## config.mk

```make
export PLATFORM = sky130hd
export DESIGN_NAME = lc_antenna_tuning_sweep_flat
export DESIGN_NICKNAME = d
export VERILOG_FILES = /design/src/sv/lcts_pkg.sv /design/src/sv/lcts_if.sv /design/src/sv/lcts_freq_err.sv /design/src/sv/lcts_sweep.sv /design/src/sv/lc_antenna_tuning_sweep.sv /design/src/flat_wrapper.sv
export SDC_FILE = /design/constraint.sdc
export NUM_CORES = 1
export LEC_CHECK = 0
export BUFFER_PORTS_ARGS = -buffer_cell sky130_fd_sc_hd__buf_4
export CAP_MARGIN = 20
export CORE_MARGIN = 2
export CORE_UTILIZATION = 59
export DETAILED_ROUTE_END_ITERATION = 10
export GPL_TIMING_DRIVEN = 0
export PLACE_DENSITY_LB_ADDON = 0.2
export SYNTH_ARGS = -nofsm -noshare
export SYNTH_HDL_FRONTEND = slang
export SYNTH_SLANG_ARGS = --single-unit
```

## constraint.sdc

```tcl
create_clock -name clock -period 18.6 [get_ports clock]
set_clock_uncertainty 0.15 [all_clocks]
set_input_delay 0 -clock clock [delete_from_list [all_inputs] [get_ports clock]]
set_output_delay 0 -clock clock [all_outputs]
set_load 0.02 [all_outputs]
```

## src/sv/lcts_pkg.sv

```systemverilog
`timescale 1ns / 1ps
// ----------------------------------------------------------------------------
// lcts_pkg: shared types and constants of the oscillator tuning sweep
// Field widths, register indexes, reset values and the structs that travel
// between the sweep blocks.
// ----------------------------------------------------------------------------
package lcts_pkg;

   localparam int NUM_SETTINGS_DEF = 16;
   localparam int COUNT_WIDTH_DEF  = 16;

   localparam int SETTING_W  = 4;
   localparam int FREQ_W     = 28;
   localparam int HZ_W       = 24;
   localparam int TICKS_W    = 24;
   localparam int SCALE_W    = 13;
   localparam int CSR_DATA_W = 24;
   localparam int CSR_IDX_W  = 2;

   localparam logic [HZ_W-1:0]    TARGET_RST    = 24'd500000;
   localparam logic [HZ_W-1:0]    TOLERANCE_RST = 24'd17500;
   localparam logic [TICKS_W-1:0] WINDOW_RST    = 24'd250;
   localparam logic [SCALE_W-1:0] SCALE_RST     = 13'd512;

   typedef enum logic [CSR_IDX_W-1:0] {
      CSR_TARGET    = 2'd0,
      CSR_TOLERANCE = 2'd1,
      CSR_WINDOW    = 2'd2,
      CSR_SCALE     = 2'd3
   } csr_index_type;

   typedef struct packed {
      logic [HZ_W-1:0]    target_frequency;
      logic [HZ_W-1:0]    tolerance;
      logic [TICKS_W-1:0] window_ticks;
      logic [SCALE_W-1:0] count_scale;
   } cfg_type;

   typedef struct packed {
      logic start_req;
      logic tick;
      logic edge_req;
   } item_type;

   typedef struct packed {
      logic [SETTING_W-1:0] tune_setting;
      logic                 oscillator_enable;
      logic                 done_res;
      logic                 found;
      logic [SETTING_W-1:0] best_setting;
      logic [FREQ_W-1:0]    best_frequency;
   } result_type;

endpackage

```

## src/sv/lcts_if.sv

```systemverilog
`timescale 1ns / 1ps
// ----------------------------------------------------------------------------
// lcts_if: item channels of the oscillator tuning sweep
// Valid/ready channels for the sampled input item and the status result item.
// ----------------------------------------------------------------------------
interface lcts_req_if;
   logic valid;
   logic ready;
   logic start_req;
   logic tick;
   logic edge_req;

   modport source (output valid, start_req, tick, edge_req, input ready);
   modport sink   (input valid, start_req, tick, edge_req, output ready);
endinterface

interface lcts_rsp_if;
   logic                               valid;
   logic                               ready;
   logic [lcts_pkg::SETTING_W-1:0]     tune_setting;
   logic                               oscillator_enable;
   logic                               done_res;
   logic                               found;
   logic [lcts_pkg::SETTING_W-1:0]     best_setting;
   logic [lcts_pkg::FREQ_W-1:0]        best_frequency;

   modport source (output valid, tune_setting, oscillator_enable, done_res, found,
                   best_setting, best_frequency, input ready);
   modport sink   (input valid, tune_setting, oscillator_enable, done_res, found,
                   best_setting, best_frequency, output ready);
endinterface

```

## src/sv/lcts_freq_err.sv

```systemverilog
`timescale 1ns / 1ps
// ----------------------------------------------------------------------------
// lcts_freq_err: frequency and error of one gate window
// Scales the edge count into hertz with saturation and forms the absolute
// difference from the target frequency.
// ----------------------------------------------------------------------------
module lcts_freq_err #(
   parameter int COUNT_WIDTH = lcts_pkg::COUNT_WIDTH_DEF
) (
   input  logic [COUNT_WIDTH-1:0]          edge_count,
   input  logic [lcts_pkg::SCALE_W-1:0]    count_scale,
   input  logic [lcts_pkg::HZ_W-1:0]       target_frequency,
   output logic [lcts_pkg::FREQ_W-1:0]     frequency,
   output logic [lcts_pkg::FREQ_W-1:0]     abs_error
);

   localparam int PROD_W = COUNT_WIDTH + lcts_pkg::SCALE_W;
   localparam int EXT_W  = (PROD_W > lcts_pkg::FREQ_W) ? PROD_W : lcts_pkg::FREQ_W + 1;

   logic [EXT_W-1:0]              product;
   logic [lcts_pkg::FREQ_W-1:0]   target_ext;

   assign product    = EXT_W'(edge_count) * EXT_W'(count_scale);
   assign target_ext = lcts_pkg::FREQ_W'(target_frequency);

   // Anything above the result width saturates to all ones.
   assign frequency = (product[EXT_W-1:lcts_pkg::FREQ_W] != '0) ? '1
                                                             : product[lcts_pkg::FREQ_W-1:0];

   assign abs_error = (frequency >= target_ext) ? frequency - target_ext
                                                : target_ext - frequency;

endmodule

```

## src/sv/lcts_sweep.sv

```systemverilog
`timescale 1ns / 1ps
// ----------------------------------------------------------------------------
// lcts_sweep: sweep state and per-item update
// Holds the sweep state, applies one item per step and presents the status
// that results from it.
// ----------------------------------------------------------------------------
module lcts_sweep #(
   parameter int NUM_SETTINGS = lcts_pkg::NUM_SETTINGS_DEF,
   parameter int COUNT_WIDTH  = lcts_pkg::COUNT_WIDTH_DEF
) (
   input  logic                  clock,
   input  logic                  reset,
   input  logic                  step,
   input  lcts_pkg::item_type    item,
   input  lcts_pkg::cfg_type     cfg,
   output lcts_pkg::result_type  result
);

   localparam logic [lcts_pkg::SETTING_W-1:0] LAST_SETTING =
      lcts_pkg::SETTING_W'(NUM_SETTINGS - 1);

   logic                              running_ff, running_in;
   logic [lcts_pkg::SETTING_W-1:0]    setting_ff, setting_in;
   logic [COUNT_WIDTH-1:0]            count_ff, count_in;
   logic [lcts_pkg::TICKS_W-1:0]      window_ff, window_in;
   logic [lcts_pkg::FREQ_W-1:0]       best_err_ff, best_err_in;
   logic [lcts_pkg::SETTING_W-1:0]    best_idx_ff, best_idx_in;
   logic [lcts_pkg::FREQ_W-1:0]       best_hz_ff, best_hz_in;
   logic                              within_ff, within_in;

   logic [COUNT_WIDTH-1:0]            count_next;
   logic [lcts_pkg::TICKS_W-1:0]      window_next;
   logic [lcts_pkg::FREQ_W-1:0]       frequency;
   logic [lcts_pkg::FREQ_W-1:0]       abs_error;
   logic                              done;

   // The edge of the closing item is counted into the window.
   assign count_next  = (item.edge_req && (count_ff != '1)) ? count_ff + 1'b1 : count_ff;
   assign window_next = window_ff + 1'b1;

   lcts_freq_err #(
      .COUNT_WIDTH (COUNT_WIDTH)
   ) u_freq_err (
      .edge_count       (count_next),
      .count_scale      (cfg.count_scale),
      .target_frequency (cfg.target_frequency),
      .frequency        (frequency),
      .abs_error        (abs_error)
   );

   always_comb begin
      running_in  = running_ff;
      setting_in  = setting_ff;
      count_in    = count_ff;
      window_in   = window_ff;
      best_err_in = best_err_ff;
      best_idx_in = best_idx_ff;
      best_hz_in  = best_hz_ff;
      within_in   = within_ff;
      done        = 1'b0;
      if (item.start_req) begin
         running_in  = 1'b1;
         setting_in  = '0;
         count_in    = '0;
         window_in   = '0;
         best_err_in = '0;
         best_idx_in = '0;
         best_hz_in  = '0;
         within_in   = 1'b0;
      end else if (running_ff) begin
         count_in = count_next;
         if (item.tick) begin
            window_in = window_next;
            // A wrapped counter also closes the window.
            if ((window_next == '0) || (window_next >= cfg.window_ticks)) begin
               // The first setting is always taken; ties keep the earlier one.
               if ((setting_ff == '0) || (abs_error < best_err_ff)) begin
                  best_err_in = abs_error;
                  best_idx_in = setting_ff;
                  best_hz_in  = frequency;
               end
               within_in = best_err_in < lcts_pkg::FREQ_W'(cfg.tolerance);
               count_in  = '0;
               window_in = '0;
               if (setting_ff >= LAST_SETTING) begin
                  running_in = 1'b0;
                  done       = 1'b1;
               end else begin
                  setting_in = setting_ff + 1'b1;
               end
            end
         end
      end
   end

   always_ff @(posedge clock) begin
      if (reset) begin
         running_ff  <= 1'b0;
         setting_ff  <= '0;
         count_ff    <= '0;
         window_ff   <= '0;
         best_err_ff <= '0;
         best_idx_ff <= '0;
         best_hz_ff  <= '0;
         within_ff   <= 1'b0;
      end else if (step) begin
         running_ff  <= running_in;
         setting_ff  <= setting_in;
         count_ff    <= count_in;
         window_ff   <= window_in;
         best_err_ff <= best_err_in;
         best_idx_ff <= best_idx_in;
         best_hz_ff  <= best_hz_in;
         within_ff   <= within_in;
      end
   end

   assign result.tune_setting      = setting_in;
   assign result.oscillator_enable = running_in;
   assign result.done_res          = done;
   assign result.found             = within_in;
   assign result.best_setting      = best_idx_in;
   assign result.best_frequency    = best_hz_in;

   a_setting_range: assert property (@(posedge clock) disable iff (reset)
      setting_ff <= LAST_SETTING)
      else $error("sweep setting beyond the last capacitor setting");

   a_best_not_ahead: assert property (@(posedge clock) disable iff (reset)
      best_idx_ff <= setting_ff)
      else $error("best setting lies ahead of the setting being measured");

   a_idle_count_clear: assert property (@(posedge clock) disable iff (reset)
      !running_ff |-> (count_ff == '0 && window_ff == '0))
      else $error("counters not cleared while no sweep runs");

   a_done_stops: assert property (@(posedge clock) disable iff (reset)
      (step && done) |=> (!running_ff && setting_ff == LAST_SETTING))
      else $error("sweep did not stop on the last setting");

endmodule

```

## src/sv/lc_antenna_tuning_sweep.sv

```systemverilog
`timescale 1ns / 1ps
// ----------------------------------------------------------------------------
// lc_antenna_tuning_sweep: automatic oscillator tuning by capacitor sweep
// Sweeps the capacitor settings, measures the oscillator in a gate window per
// setting and reports the setting closest to the target frequency.
// ----------------------------------------------------------------------------
// Each item carries one clock sample of the start request, the time base tick
// and the divided oscillator edge, and every accepted item yields exactly one
// result item with the setting being driven, the oscillator enable and the
// sweep outcome. The block takes one item per cycle while results are taken.
// The item is held in an input register, the sweep state is updated from it
// in a single pass whose longest path is the edge count times the count
// scale followed by the error subtract and compare, and the status lands in
// a result register. A held result stops the input side only once both
// registers are full. Configuration registers are written through the csr
// port; the user must do so only while no item is in flight, which the block
// does not enforce. A write takes effect for the next item. A start request
// restarts the sweep at setting zero and ignores the tick and edge of that
// same item. Found is true when the best error so far is strictly below the
// tolerance and is final on the item that carries done.
// ----------------------------------------------------------------------------
module lc_antenna_tuning_sweep #(
   parameter int NUM_SETTINGS = lcts_pkg::NUM_SETTINGS_DEF,
   parameter int COUNT_WIDTH  = lcts_pkg::COUNT_WIDTH_DEF
) (
   input  logic                               clock,
   input  logic                               reset,
   lcts_req_if.sink                           req_chan,
   lcts_rsp_if.source                         rsp_chan,
   input  logic                               csr_we,
   input  logic [lcts_pkg::CSR_IDX_W-1:0]     csr_index,
   input  logic [lcts_pkg::CSR_DATA_W-1:0]    csr_wdata
);

   // Configuration registers.
   lcts_pkg::cfg_type    cfg_ff;

   // Input register: one item waiting to be applied to the sweep state.
   logic                 in_valid_ff, in_valid_in;
   lcts_pkg::item_type   in_item_ff;

   // Result register.
   logic                 out_valid_ff, out_valid_in;
   lcts_pkg::result_type out_ff;

   lcts_pkg::result_type step_result;
   logic                 req_accept;
   logic                 out_free;
   logic                 advance;

   always_ff @(posedge clock) begin
      if (reset) begin
         cfg_ff.target_frequency <= lcts_pkg::TARGET_RST;
         cfg_ff.tolerance        <= lcts_pkg::TOLERANCE_RST;
         cfg_ff.window_ticks     <= lcts_pkg::WINDOW_RST;
         cfg_ff.count_scale      <= lcts_pkg::SCALE_RST;
      end else if (csr_we) begin
         unique case (lcts_pkg::csr_index_type'(csr_index))
            lcts_pkg::CSR_TARGET: begin
               cfg_ff.target_frequency <= csr_wdata[lcts_pkg::HZ_W-1:0];
            end
            lcts_pkg::CSR_TOLERANCE: begin
               cfg_ff.tolerance <= csr_wdata[lcts_pkg::HZ_W-1:0];
            end
            lcts_pkg::CSR_WINDOW: begin
               cfg_ff.window_ticks <= csr_wdata[lcts_pkg::TICKS_W-1:0];
            end
            lcts_pkg::CSR_SCALE: begin
               cfg_ff.count_scale <= csr_wdata[lcts_pkg::SCALE_W-1:0];
            end
         endcase
      end
   end

   // The held item moves on whenever the result register is empty or drains
   // in this cycle; the input register refills in the same cycle.
   assign out_free       = !out_valid_ff || rsp_chan.ready;
   assign advance        = in_valid_ff && out_free;
   assign req_chan.ready = !in_valid_ff || advance;
   assign req_accept     = req_chan.valid && req_chan.ready;

   assign in_valid_in  = req_accept || (in_valid_ff && !advance);
   assign out_valid_in = advance || (out_valid_ff && !rsp_chan.ready);

   always_ff @(posedge clock) begin
      if (reset) begin
         in_valid_ff  <= 1'b0;
         out_valid_ff <= 1'b0;
      end else begin
         in_valid_ff  <= in_valid_in;
         out_valid_ff <= out_valid_in;
      end
   end

   always_ff @(posedge clock) begin
      if (req_accept) begin
         in_item_ff.start_req <= req_chan.start_req;
         in_item_ff.tick      <= req_chan.tick;
         in_item_ff.edge_req  <= req_chan.edge_req;
      end
      if (advance) begin
         out_ff <= step_result;
      end
   end

   lcts_sweep #(
      .NUM_SETTINGS (NUM_SETTINGS),
      .COUNT_WIDTH  (COUNT_WIDTH)
   ) u_sweep (
      .clock  (clock),
      .reset  (reset),
      .step   (advance),
      .item   (in_item_ff),
      .cfg    (cfg_ff),
      .result (step_result)
   );

   assign rsp_chan.valid             = out_valid_ff;
   assign rsp_chan.tune_setting      = out_ff.tune_setting;
   assign rsp_chan.oscillator_enable = out_ff.oscillator_enable;
   assign rsp_chan.done_res          = out_ff.done_res;
   assign rsp_chan.found             = out_ff.found;
   assign rsp_chan.best_setting      = out_ff.best_setting;
   assign rsp_chan.best_frequency    = out_ff.best_frequency;

   a_done_idle: assert property (@(posedge clock) disable iff (reset)
      (out_valid_ff && out_ff.done_res) |-> !out_ff.oscillator_enable)
      else $error("done reported while the oscillator is still enabled");

   a_no_overrun: assert property (@(posedge clock) disable iff (reset)
      (in_valid_ff && !out_free) |-> !req_chan.ready)
      else $error("input item accepted over a stalled held item");

   a_result_follows: assert property (@(posedge clock) disable iff (reset)
      advance |=> out_valid_ff)
      else $error("applied item produced no result");

endmodule
```

## src/flat_wrapper.sv

```systemverilog
// flat-port wrapper written by rule: the top's interface ports become plain ports
module lc_antenna_tuning_sweep_flat 
#(
   parameter int NUM_SETTINGS = lcts_pkg::NUM_SETTINGS_DEF,
   parameter int COUNT_WIDTH  = lcts_pkg::COUNT_WIDTH_DEF
)
  (clock, reset, csr_we, csr_index, csr_wdata, req_chan_valid, req_chan_start_req, req_chan_tick, req_chan_edge_req, req_chan_ready, rsp_chan_valid, rsp_chan_tune_setting, rsp_chan_oscillator_enable, rsp_chan_done_res, rsp_chan_found, rsp_chan_best_setting, rsp_chan_best_frequency, rsp_chan_ready);
  lcts_req_if req_chan_i ();
  lcts_rsp_if rsp_chan_i ();
  input  logic clock;
  input  logic reset;
  input  logic csr_we;
  input  logic [lcts_pkg::CSR_IDX_W-1:0] csr_index;
  input  logic [lcts_pkg::CSR_DATA_W-1:0] csr_wdata;
  input wire logic [$bits(req_chan_i.valid)-1:0] req_chan_valid;
  input wire logic [$bits(req_chan_i.start_req)-1:0] req_chan_start_req;
  input wire logic [$bits(req_chan_i.tick)-1:0] req_chan_tick;
  input wire logic [$bits(req_chan_i.edge_req)-1:0] req_chan_edge_req;
  output wire logic [$bits(req_chan_i.ready)-1:0] req_chan_ready;
  output wire logic [$bits(rsp_chan_i.valid)-1:0] rsp_chan_valid;
  output wire logic [$bits(rsp_chan_i.tune_setting)-1:0] rsp_chan_tune_setting;
  output wire logic [$bits(rsp_chan_i.oscillator_enable)-1:0] rsp_chan_oscillator_enable;
  output wire logic [$bits(rsp_chan_i.done_res)-1:0] rsp_chan_done_res;
  output wire logic [$bits(rsp_chan_i.found)-1:0] rsp_chan_found;
  output wire logic [$bits(rsp_chan_i.best_setting)-1:0] rsp_chan_best_setting;
  output wire logic [$bits(rsp_chan_i.best_frequency)-1:0] rsp_chan_best_frequency;
  input wire logic [$bits(rsp_chan_i.ready)-1:0] rsp_chan_ready;
  assign req_chan_i.valid = req_chan_valid;
  assign req_chan_i.start_req = req_chan_start_req;
  assign req_chan_i.tick = req_chan_tick;
  assign req_chan_i.edge_req = req_chan_edge_req;
  assign req_chan_ready = req_chan_i.ready;
  assign rsp_chan_valid = rsp_chan_i.valid;
  assign rsp_chan_tune_setting = rsp_chan_i.tune_setting;
  assign rsp_chan_oscillator_enable = rsp_chan_i.oscillator_enable;
  assign rsp_chan_done_res = rsp_chan_i.done_res;
  assign rsp_chan_found = rsp_chan_i.found;
  assign rsp_chan_best_setting = rsp_chan_i.best_setting;
  assign rsp_chan_best_frequency = rsp_chan_i.best_frequency;
  assign rsp_chan_i.ready = rsp_chan_ready;
  lc_antenna_tuning_sweep #(.NUM_SETTINGS(NUM_SETTINGS), .COUNT_WIDTH(COUNT_WIDTH)) u_core (.clock(clock), .reset(reset), .req_chan(req_chan_i), .rsp_chan(rsp_chan_i), .csr_we(csr_we), .csr_index(csr_index), .csr_wdata(csr_wdata));
endmodule
```

==> results of run 1 <==
-- cells by family (layout without fill, tap and decap cells) --
logic type	count (synthesis)	count (layout)	synth area share, %
buffers and inverters	478	640	8.65
flip-flops	235	235	23.8
adder cells (fa/ha/maj)	356	356	26.1
AND/OR/NAND/NOR	862	862	18.4
AO/OA/AOI/OAI	536	536	16.9
multiplexers	53	53	2.60
XOR/XNOR	88	88	3.57
-- worst min-delay path by stage --
| stage | startpoint | endpoint | slack (ps) | cells past startpoint |
|---|---|---|---|---|
| 6_report | req_chan_edge_req | u_core.in_item_ff[0] | 30 | 2 |
| 5_1_grt | req_chan_edge_req | u_core.in_item_ff[0] | 30 | 2 |
| 4_1_cts | req_chan_edge_req | u_core.in_item_ff[0] | 10 | 2 |
| 3_5_place_dp | req_chan_edge_req | u_core.in_item_ff[0] | 30 | 1 |
| 3_3_place_gp | req_chan_edge_req | u_core.in_item_ff[0] | 30 | 1 |
| 2_1_floorplan | req_chan_edge_req | u_core.in_item_ff[0] | -50 | 0 |
-- what timing repair did --
item,4_1_cts,5_1_grt
endpoints found under the hold margin,114,0
gates resized for setup,0,10
hold buffers,39,0
setup endpoints to repair,0,2
-- stage by stage --
step                      instances  hold WS [ps]  worst slack, ps  instance area (um^2)  util (%)
after CTS                      3237          10.5              766                 24000      66.0
after floorplan                2608         -51.1             4580                 21600         -
final                          3238          34.1             1130                 24000      66.1
after global placement         3149          28.3             1040                 22700      62.5
after detailed placement       3149          34.2              865                 22700      62.5
after global routing           3238          30.6              203                 24000      66.1
-- area by class of cell --
cell class              count  area (um^2)  area share, %
flip-flops and latches    235         5120           21.3
inverters                 343         1290           5.36
clock buffers              39          772           3.21
well taps                 468          586           2.44
multi-input cells        1895        14600           60.8
repair buffers            113          943           3.92
clock inverters            10          130          0.541
plain buffers             135          583           2.43
-- registers in the layout, indices dropped and copies added, names as in the netlist --
name / flops
u_core.cfg_ff: 85
u_core.u_sweep.best_err_ff: 28
u_core.in_valid_ff: 1
u_core.in_item_ff: 3
u_core.rsp_chan.done_res: 1
u_core.u_sweep.setting_ff: 4
u_core.u_sweep.best_idx_ff: 4
u_core.rsp_chan.oscillator_enable: 1
u_core.rsp_chan.valid: 1
u_core.rsp_chan.found: 1
u_core.u_sweep.best_hz_ff: 28
u_core.rsp_chan.best_frequency: 28
u_core.rsp_chan.best_setting: 4
u_core.u_sweep.window_ff: 24
u_core.rsp_chan.tune_setting: 4
u_core.u_sweep.running_ff: 1
u_core.u_sweep.within_ff: 1
u_core.u_sweep.count_ff: 16
-- where the power goes --
group	switching, uW	internal (uW)	leakage, uW
Clock	215	329	0.000438
Sequential	8.16	529	0.00196
Combinational	133	79.9	0.00845
Total	356	937	0.0109
-- layer usage --
layer / routed length [um] / vias up / GRT usage (%)
met5: 0 / - / 0
met4: 3080 / 0 / 14.6
met3: 5690 / 166 / 6.68
met2: 29800 / 765 / 56.5
met1: 26600 / 9287 / 44.6
li1: - / 8963 / -
-- cell usage in the layout, fill, tap and decap left out, types with 11 or more instances in the layout --
master / Yosys / routed
o21ai_0: 63 / 63
clkbuf_1: 107 / 113
a22oi_1: 53 / 53
nand2_1: 390 / 390
nand4_1: 27 / 27
a22o_1: 21 / 21
a21oi_1: 191 / 191
edfxtp_1: 42 / 42
a211o_1: 19 / 19
a211oi_1: 19 / 19
dlygate4sd3_1: 0 / 39
nand2b_1: 17 / 17
ha_1: 200 / 200
o211ai_1: 12 / 12
nor2b_1: 18 / 18
xnor2_1: 48 / 48
nor2_1: 193 / 189
nand3b_1: 12 / 12
a211oi_2: 21 / 21
inv_1: 341 / 341
xor2_1: 40 / 40
and2_1: 90 / 90
buf_4: 3 / 76
and3_1: 14 / 14
nor3_1: 22 / 22
nand3_1: 34 / 34
a21o_1: 47 / 47
buf_2: 14 / 16
mux2_2: 19 / 19
dfxtp_1: 193 / 193
clkbuf_16: 0 / 28
o21a_1: 11 / 11
mux2i_1: 31 / 31
fa_1: 156 / 156
==> flow_summary.ini, run 1 <==
[timing]
period_share_pct = 93.9
drv_slew = 0
min_period_ps = 17470
tightest_slew_ps = 1000
setup_violations = 0
tns_ps = 0
relSlewSlack_pct = 33.3
final_hold_viol_count = 0
max_freq_ghz = 0.0572
rsz0062_at_grt = false

[synth]
synth_top_area_share_pct = 17.9
yosys-top-cells-count = 390 x nand2_1, 341 x inv_1, 200 x ha_1
avgSynthCellArea_um2 = 8.27
synth_edf_count = 42
synth_warnings = 0
ys_ff_latch = 235
syn_inst = 2608
synth_cell_types = 90
ys.flop_type = dfxtp_1
yosysMostFrequentCell = nand2_1
syn-cell-area_um2 = 21600
yosysTopAreaCell = dfxtp_1
syn_nets = 2998
yosysSeqAreaShare_pct = 23.8
synth_area_leaders = dfxtp_1 18%, fa_1 14%, ha_1 12%, nand2_1 6.8%, inv_1 5.9%
async_flop_share_pct = 0

[finish]
nFillCells = 3106
synthToLayoutAreaGrowth_pct = 11.4
final_nets = 3140
drive_above_1_share_pct = 7.94
diodes = 0

[drt]
viasPerCell = 5.92
wl_per_cell_um = 20.1
drc = 0
vias = 19200
postRouteWirelength_mm = 65.2
drtIter0Drc = 1356
dr.pass1.iters = 5
drtAntennaViolNets = 0

[global_routing]
grt_pass1_vias = 19000
antenna_found_initial = 1
grt_max_degree = 49
grt_usage_pct = 34.4
grt_pass1_wl_mm = 102
overflow = 0

[worst_hold_path]
hp-class = in -> reg

[critical_path]
r2r_start = u_core.u_sweep.count_ff[0]
critPathArrivalTime_ps = 17680
critPathLaunchType = flop
cp-startpoint = u_core.u_sweep.count_ff[0]
slowest_stage = o41ai_4
end_kind = flop
r2r_slack_ps = 1130
required_ps = 18810
cp_max_fo = 10
reg2reg_depth = 64
critPathKind = reg -> reg
cp_num_buf_inv = 13
worstSetupPathDepth = 64
slowest_delay_ps = 600
crit_family = compound AO/OA/AOI/OAI gates
worst_r2r_endpoint = u_core.rsp_chan.found
crit_end = u_core.rsp_chan.found

[floorplan]
fp-row-count = 70
fp.dieArea_um2 = 38100
initial_core_util_pct = 59.4
design.core.area_um2 = 36300
num_io_pins = 75
die_y_um = 195
die_x_um = 195

[clocking]
cts_setup_buffers = 0
cts-htree-levels = 1
cts_root_buf = clkbuf_16
numCtsBuffers = 27
cts_tree = done
clockBufferDepth = 3
clock_latency_ps = 550
clk_transition_reported_paths_ps = 60
clock-sinks = 235

[placed_design]
dpl.hpwl_mm = 51.7
portBuffers = 73
gp_congestion = 0.985

[flow_run]
max-cap-violations = 0

[pwr]
power_density_nw_per_um2 = 53.8
p_leak_uw = 0.0109
power_uw = 1290
max-vdd-ir-drop_uv = 75.5

[outcome]
status = complete, no violations
No activity file was read; power rests on OpenSTA's default activity.
==> run 2, diff against run 1 <==
--- a/config.mk
+++ b/config.mk
@@ -8,10 +8,11 @@
 export BUFFER_PORTS_ARGS = -buffer_cell sky130_fd_sc_hd__buf_4
 export CAP_MARGIN = 20
 export CORE_MARGIN = 2
-export CORE_UTILIZATION = 59
+export CORE_UTILIZATION = 44
 export DETAILED_ROUTE_END_ITERATION = 10
 export GPL_TIMING_DRIVEN = 0
 export PLACE_DENSITY_LB_ADDON = 0.2
+export SLEW_MARGIN = 15
 export SYNTH_ARGS = -nofsm -noshare
 export SYNTH_HDL_FRONTEND = slang
 export SYNTH_SLANG_ARGS = --single-unit
==> run 2 against run 1 <==
Net effect: first-iteration DRC count decreased by 5.4%; highest routed layer unchanged; combinational power about the same; critical path type unchanged; sequential cell count unchanged; clock power increased by 2%.
==> flow_summary.ini, run 2 (synthesized netlist as in run 1, its figures left out) <==
[outcome]
status = complete, no violations

[global_routing]
grt_pass1_vias = 18800
grt_max_degree = 27
antenna_found_initial = 1
grt_pass1_wl_mm = 104
grt_usage_pct = 26.5
overflow = 0

[drt]
vias = 18900
dr.pass1.iters = 6
top_layer_used = met4
drtIter0Drc = 1283
drtAntennaViolNets = 0
wl_per_cell_um = 19.6
viasPerCell = 5.56
postRouteWirelength_mm = 66.6
wl_met3_mm = 4.39
wl_met2_mm = 30.4
drc = 0
wl_met1_mm = 29.1

[clocking]
cts-htree-levels = 1
cts_root_buf = clkbuf_16
cts_tree = done
numCtsBuffers = 28
clock-sinks = 235
cts_setup_buffers = 0
clockBufferDepth = 3
clk_transition_reported_paths_ps = 60
clock_latency_ps = 560

[finish]
largest-register = u_core.cfg_ff
final_common_cell = nand2_1
final_area_um2 = 24300
synthToLayoutAreaGrowth_pct = 12.5
final_nets = 3139
diodes = 0
mostFrequentLayoutCells = 390 x nand2_1, 341 x inv_1, 200 x ha_1
final_cells = 3393
largest_reg_flops = 85
drive_above_1_share_pct = 8.26

[placed_design]
portBuffers = 73
placed_cell_area_um2 = 22900
placed_cells = 3304
dpl.hpwl_mm = 53.6
gp_congestion = 0.975

[critical_path]
cp_max_fo = 10
required_ps = 18820
cp_num_buf_inv = 12
crit_family = compound AO/OA/AOI/OAI gates
critPathArrivalTime_ps = 17510
critPathKind = reg -> reg
slowest_delay_ps = 670
r2r_slack_ps = 1320
end_kind = flop
critPathLaunchType = flop
slowest_stage = o41ai_4

[pwr]
p_comb_share_pct = 16.3
switching_share_pct = 28.7
max-vdd-ir-drop_uv = 67.1
power_density_nw_per_um2 = 53.8
seqPwrFrac_pct = 41.1
internal-power_uw = 930
p_leak_uw = 0.0109
clkPwrFrac_pct = 42.6
p_switching_uw = 375

[timing]
setup_violations = 0
relSlewSlack_pct = 35.8
rsz0062_at_grt = false
drv_slew = 0
max_freq_ghz = 0.0579
period_share_pct = 92.9
tightest_slew_ps = 956
tns_ps = 0
final_hold_viol_count = 0
whs_ps = 48.5
min_period_ps = 17280

[floorplan]
die_y_um = 225
initial_core_util_pct = 44.4
num_io_pins = 75
die_x_um = 225
design.core.area_um2 = 48600
fp.dieArea_um2 = 50800
fp-row-count = 81

[flow_run]
max-cap-violations = 0

[worst_hold_path]
hp-class = in -> reg
run 2: changes by cell type in the layout (fill, tap and decap cells not counted), sizes merged:
cell,before,now
inv,342,345
clkinvlp,2,4
clkinv,6,12
dlygate4sd3,39,37
buf,101,102
clkbuf,147,139
bufinv,3,2
run 2: final cells by class:
class                      count  area (um^2)
buffer                       134          578
clock buffer                  32          757
clock inverter                20          175
fill                        4720        24400
inverter                     343         1290
multi-input combinational   1895        14600
sequential                   235         5120
tap                          622          778
timing repair buffer         112          951
run 2: path summary, 6_finish.rpt:
| path | from | endpoint | cells past startpoint |
|---|---|---|---|
| worst max-delay path | u_core.u_sweep.count_ff[0] | u_core.rsp_chan.found | 58 |
| worst min-delay path | req_chan_start_req | u_core.in_item_ff[2] | 2 |
| worst max register to register | u_core.u_sweep.count_ff[0] | u_core.rsp_chan.found | 58 |
| worst min register to register | u_core.cfg_ff[50] | u_core.cfg_ff[50] | 2 |
run 2: per-stage QoR:
stage	worst slack (ps)	util, %	power [uW]
final	1320	49.9	1310
after CTS	511	49.8	1310
after floorplan	4580	-	677
after detailed placement	556	47.1	749
after global routing	237	49.9	1350
after global placement	677	47.1	744
run 2: power groups by stage:
stage	logic (uW)	clock network [uW]	registers, uW
after floorplan	128	0	549
after global placement	196	0	548
after detailed placement	201	0	548
after CTS	209	567	537
after global routing	234	583	538
final	213	556	537
run 2: what timing repair did:
item	4_1_cts	5_1_grt
hold buffers	37	0
resized for setup	0	9
hold endpoints to repair	114	0
setup endpoints to repair	0	2
run 2: worst reg2reg max path, delay by kind of cell (launching register included):
family          cells  cell delay [ps]
flops               1              440
compound gates     19             5530
simple gates       13             2840
fa+ha+maj          10             4290
mux                 2              570
xor+xnor            2              790
buf+inv            12             2520
run 2: routing by layer:
metal | vias to the layer above | global-route usage [%]
met4 | 0 | 10.3
met1 | 9199 | 35.3
met5 | - | 0
met3 | 126 | 4.21
met2 | 579 | 43.2
li1 | 8951 | -
==> run 3, diff against run 2 <==
--- a/config.mk
+++ b/config.mk
@@ -7,8 +7,10 @@
 export LEC_CHECK = 0
 export BUFFER_PORTS_ARGS = -buffer_cell sky130_fd_sc_hd__buf_4
 export CAP_MARGIN = 20
+export CELL_PAD_IN_SITES_DETAIL_PLACEMENT = 1
+export CELL_PAD_IN_SITES_GLOBAL_PLACEMENT = 2
 export CORE_MARGIN = 2
-export CORE_UTILIZATION = 44
+export CORE_UTILIZATION = 40
 export DETAILED_ROUTE_END_ITERATION = 10
 export GPL_TIMING_DRIVEN = 0
 export PLACE_DENSITY_LB_ADDON = 0.2
==> run 3 against run 2 <==
Net effect: hold slack improved by 47 ps; maximum frequency decreased by 1.4%; sequential share of layout area decreased by 0.25 points; sequential cell count unchanged; first-iteration DRC count decreased by 19%; cell area increased by 1.2%; clock power increased by 13%; routed wire length increased by 14%; via count increased by 1.1%; critical endpoint unchanged.
==> flow_summary.ini, run 3 (synthesized netlist as in run 1, its figures left out) <==
[outcome]
status = complete, no violations

[clocking]
clockBufferDepth = 3
cts_root_buf = clkbuf_16
numCtsBuffers = 30
cts_setup_buffers = 0
clock_latency_ps = 580
clk_transition_reported_paths_ps = 60
cts-htree-levels = 1
cts_tree = done
clock-sinks = 235

[timing]
tns_ps = 0
relSlewSlack_pct = 16.9
tightest_slew_ps = 1250
period_share_pct = 94.3
max_freq_ghz = 0.0570
drv_slew = 0
min_period_ps = 17530
setup_violations = 0
whs_ps = 95.8
rsz0062_at_grt = false
final_hold_viol_count = 0

[drt]
vias = 19100
drtIter0Drc = 1037
viasPerCell = 5.49
dr.pass1.iters = 5
postRouteWirelength_mm = 75.7
drtAntennaViolNets = 0
wl_per_cell_um = 21.8
drc = 0

[critical_path]
cp_max_fo = 10
end_kind = flop
required_ps = 18830
critPathKind = reg -> reg
slowest_stage = fa_1
reg2reg_depth = 66
slowest_delay_ps = 550
critPathLaunchType = flop
critPathArrivalTime_ps = 17760

[pwr]
power_uw = 1390
power_density_nw_per_um2 = 56.5
max-vdd-ir-drop_uv = 84.0
p_leak_uw = 0.0110

[finish]
final_nets = 3145
diodes = 0
mostFrequentLayoutCells = 390 x nand2_1, 341 x inv_1, 200 x ha_1
nFillCells = 6467
drive_above_1_share_pct = 8.57
multiInputGateArea_um2 = 14600
regArea_um2 = 5120
largest_reg_flops = 85
largest-register = u_core.cfg_ff
final_common_cell = nand2_1
final_area_um2 = 24600
synthToLayoutAreaGrowth_pct = 13.8

[placed_design]
portBuffers = 73
dpl.hpwl_mm = 61.2
gp_congestion = 0.946
placed_cell_area_um2 = 23000

[floorplan]
num_io_pins = 75
design.core.area_um2 = 53600
initial_core_util_pct = 40.3
die_y_um = 236
die_x_um = 236
fp-row-count = 85
fp.dieArea_um2 = 55800

[flow_run]
max-cap-violations = 0

[global_routing]
grt_usage_pct = 27.4
grt_pass1_wl_mm = 118
antenna_found_initial = 0
overflow = 0
grt_max_degree = 32
grt_pass1_vias = 20600

[worst_hold_path]
hp-class = in -> reg
holdPathStages = 3
==> run 3: worst max-delay path: cells and delay by family, from the launching register on <==
family          cells  cell delay, ps
fa+ha+maj          10            4230
xor+xnor            2             820
flops               1             430
buf+inv            14            3080
mux                 1             120
compound gates     21            5440
simple gates       18            3070
==> run 3: per-stage QoR <==
stage                     cells  util, %  worst slack [ps]
after floorplan            2608        -              4580
after global placement     3377     42.9              75.4
after detailed placement   3378     42.9              -179
after CTS                  3474     45.7              73.7
after global routing       3474     45.8              43.2
final                      3474     45.8              1070
==> run 3: worst paths after layout <==
kind                                   start               endpoint  slack [ps]
hold / removal                 csr_wdata[10]      u_core.cfg_ff[47]         100
hold reg to reg            u_core.cfg_ff[59]      u_core.cfg_ff[59]         310
setup reg to reg  u_core.u_sweep.count_ff[0]  u_core.rsp_chan.found        1070
setup / recovery  u_core.u_sweep.count_ff[0]  u_core.rsp_chan.found        1070
==> run 3: metal layers <==
| layer | GRT usage, % | part of all wire [%] |
|---|---|---|
| met5 | 0 | 0 |
| met4 | 10.8 | 4.1 |
| met3 | 2.29 | 3.5 |
| met2 | 48.1 | 49 |
| met1 | 35.0 | 44 |
==> run 3: power by group <==
group / internal [uW] / switching [uW]
clock: 389 / 242
sequential: 529 / 8.33
combinational: 80.8 / 138
==> run 3: timing repair <==
item,4_1_cts,5_1_grt
endpoints found under the hold margin,114,0
pin swaps,0,1
cloned,0,0
hold buffers,41,0
endpoints found under the setup margin,2,2
resized for setup,4,19
==> run 3: area by class of cell <==
class | instances | share of cell area (%)
multi-input cells | 1895 | 59.6
well taps | 696 | 3.55
clock inverters | 15 | 0.876
clock buffers | 40 | 3.46
repair buffers | 115 | 3.98
plain buffers | 135 | 2.40
inverters | 343 | 5.26
flip-flops and latches | 235 | 20.9
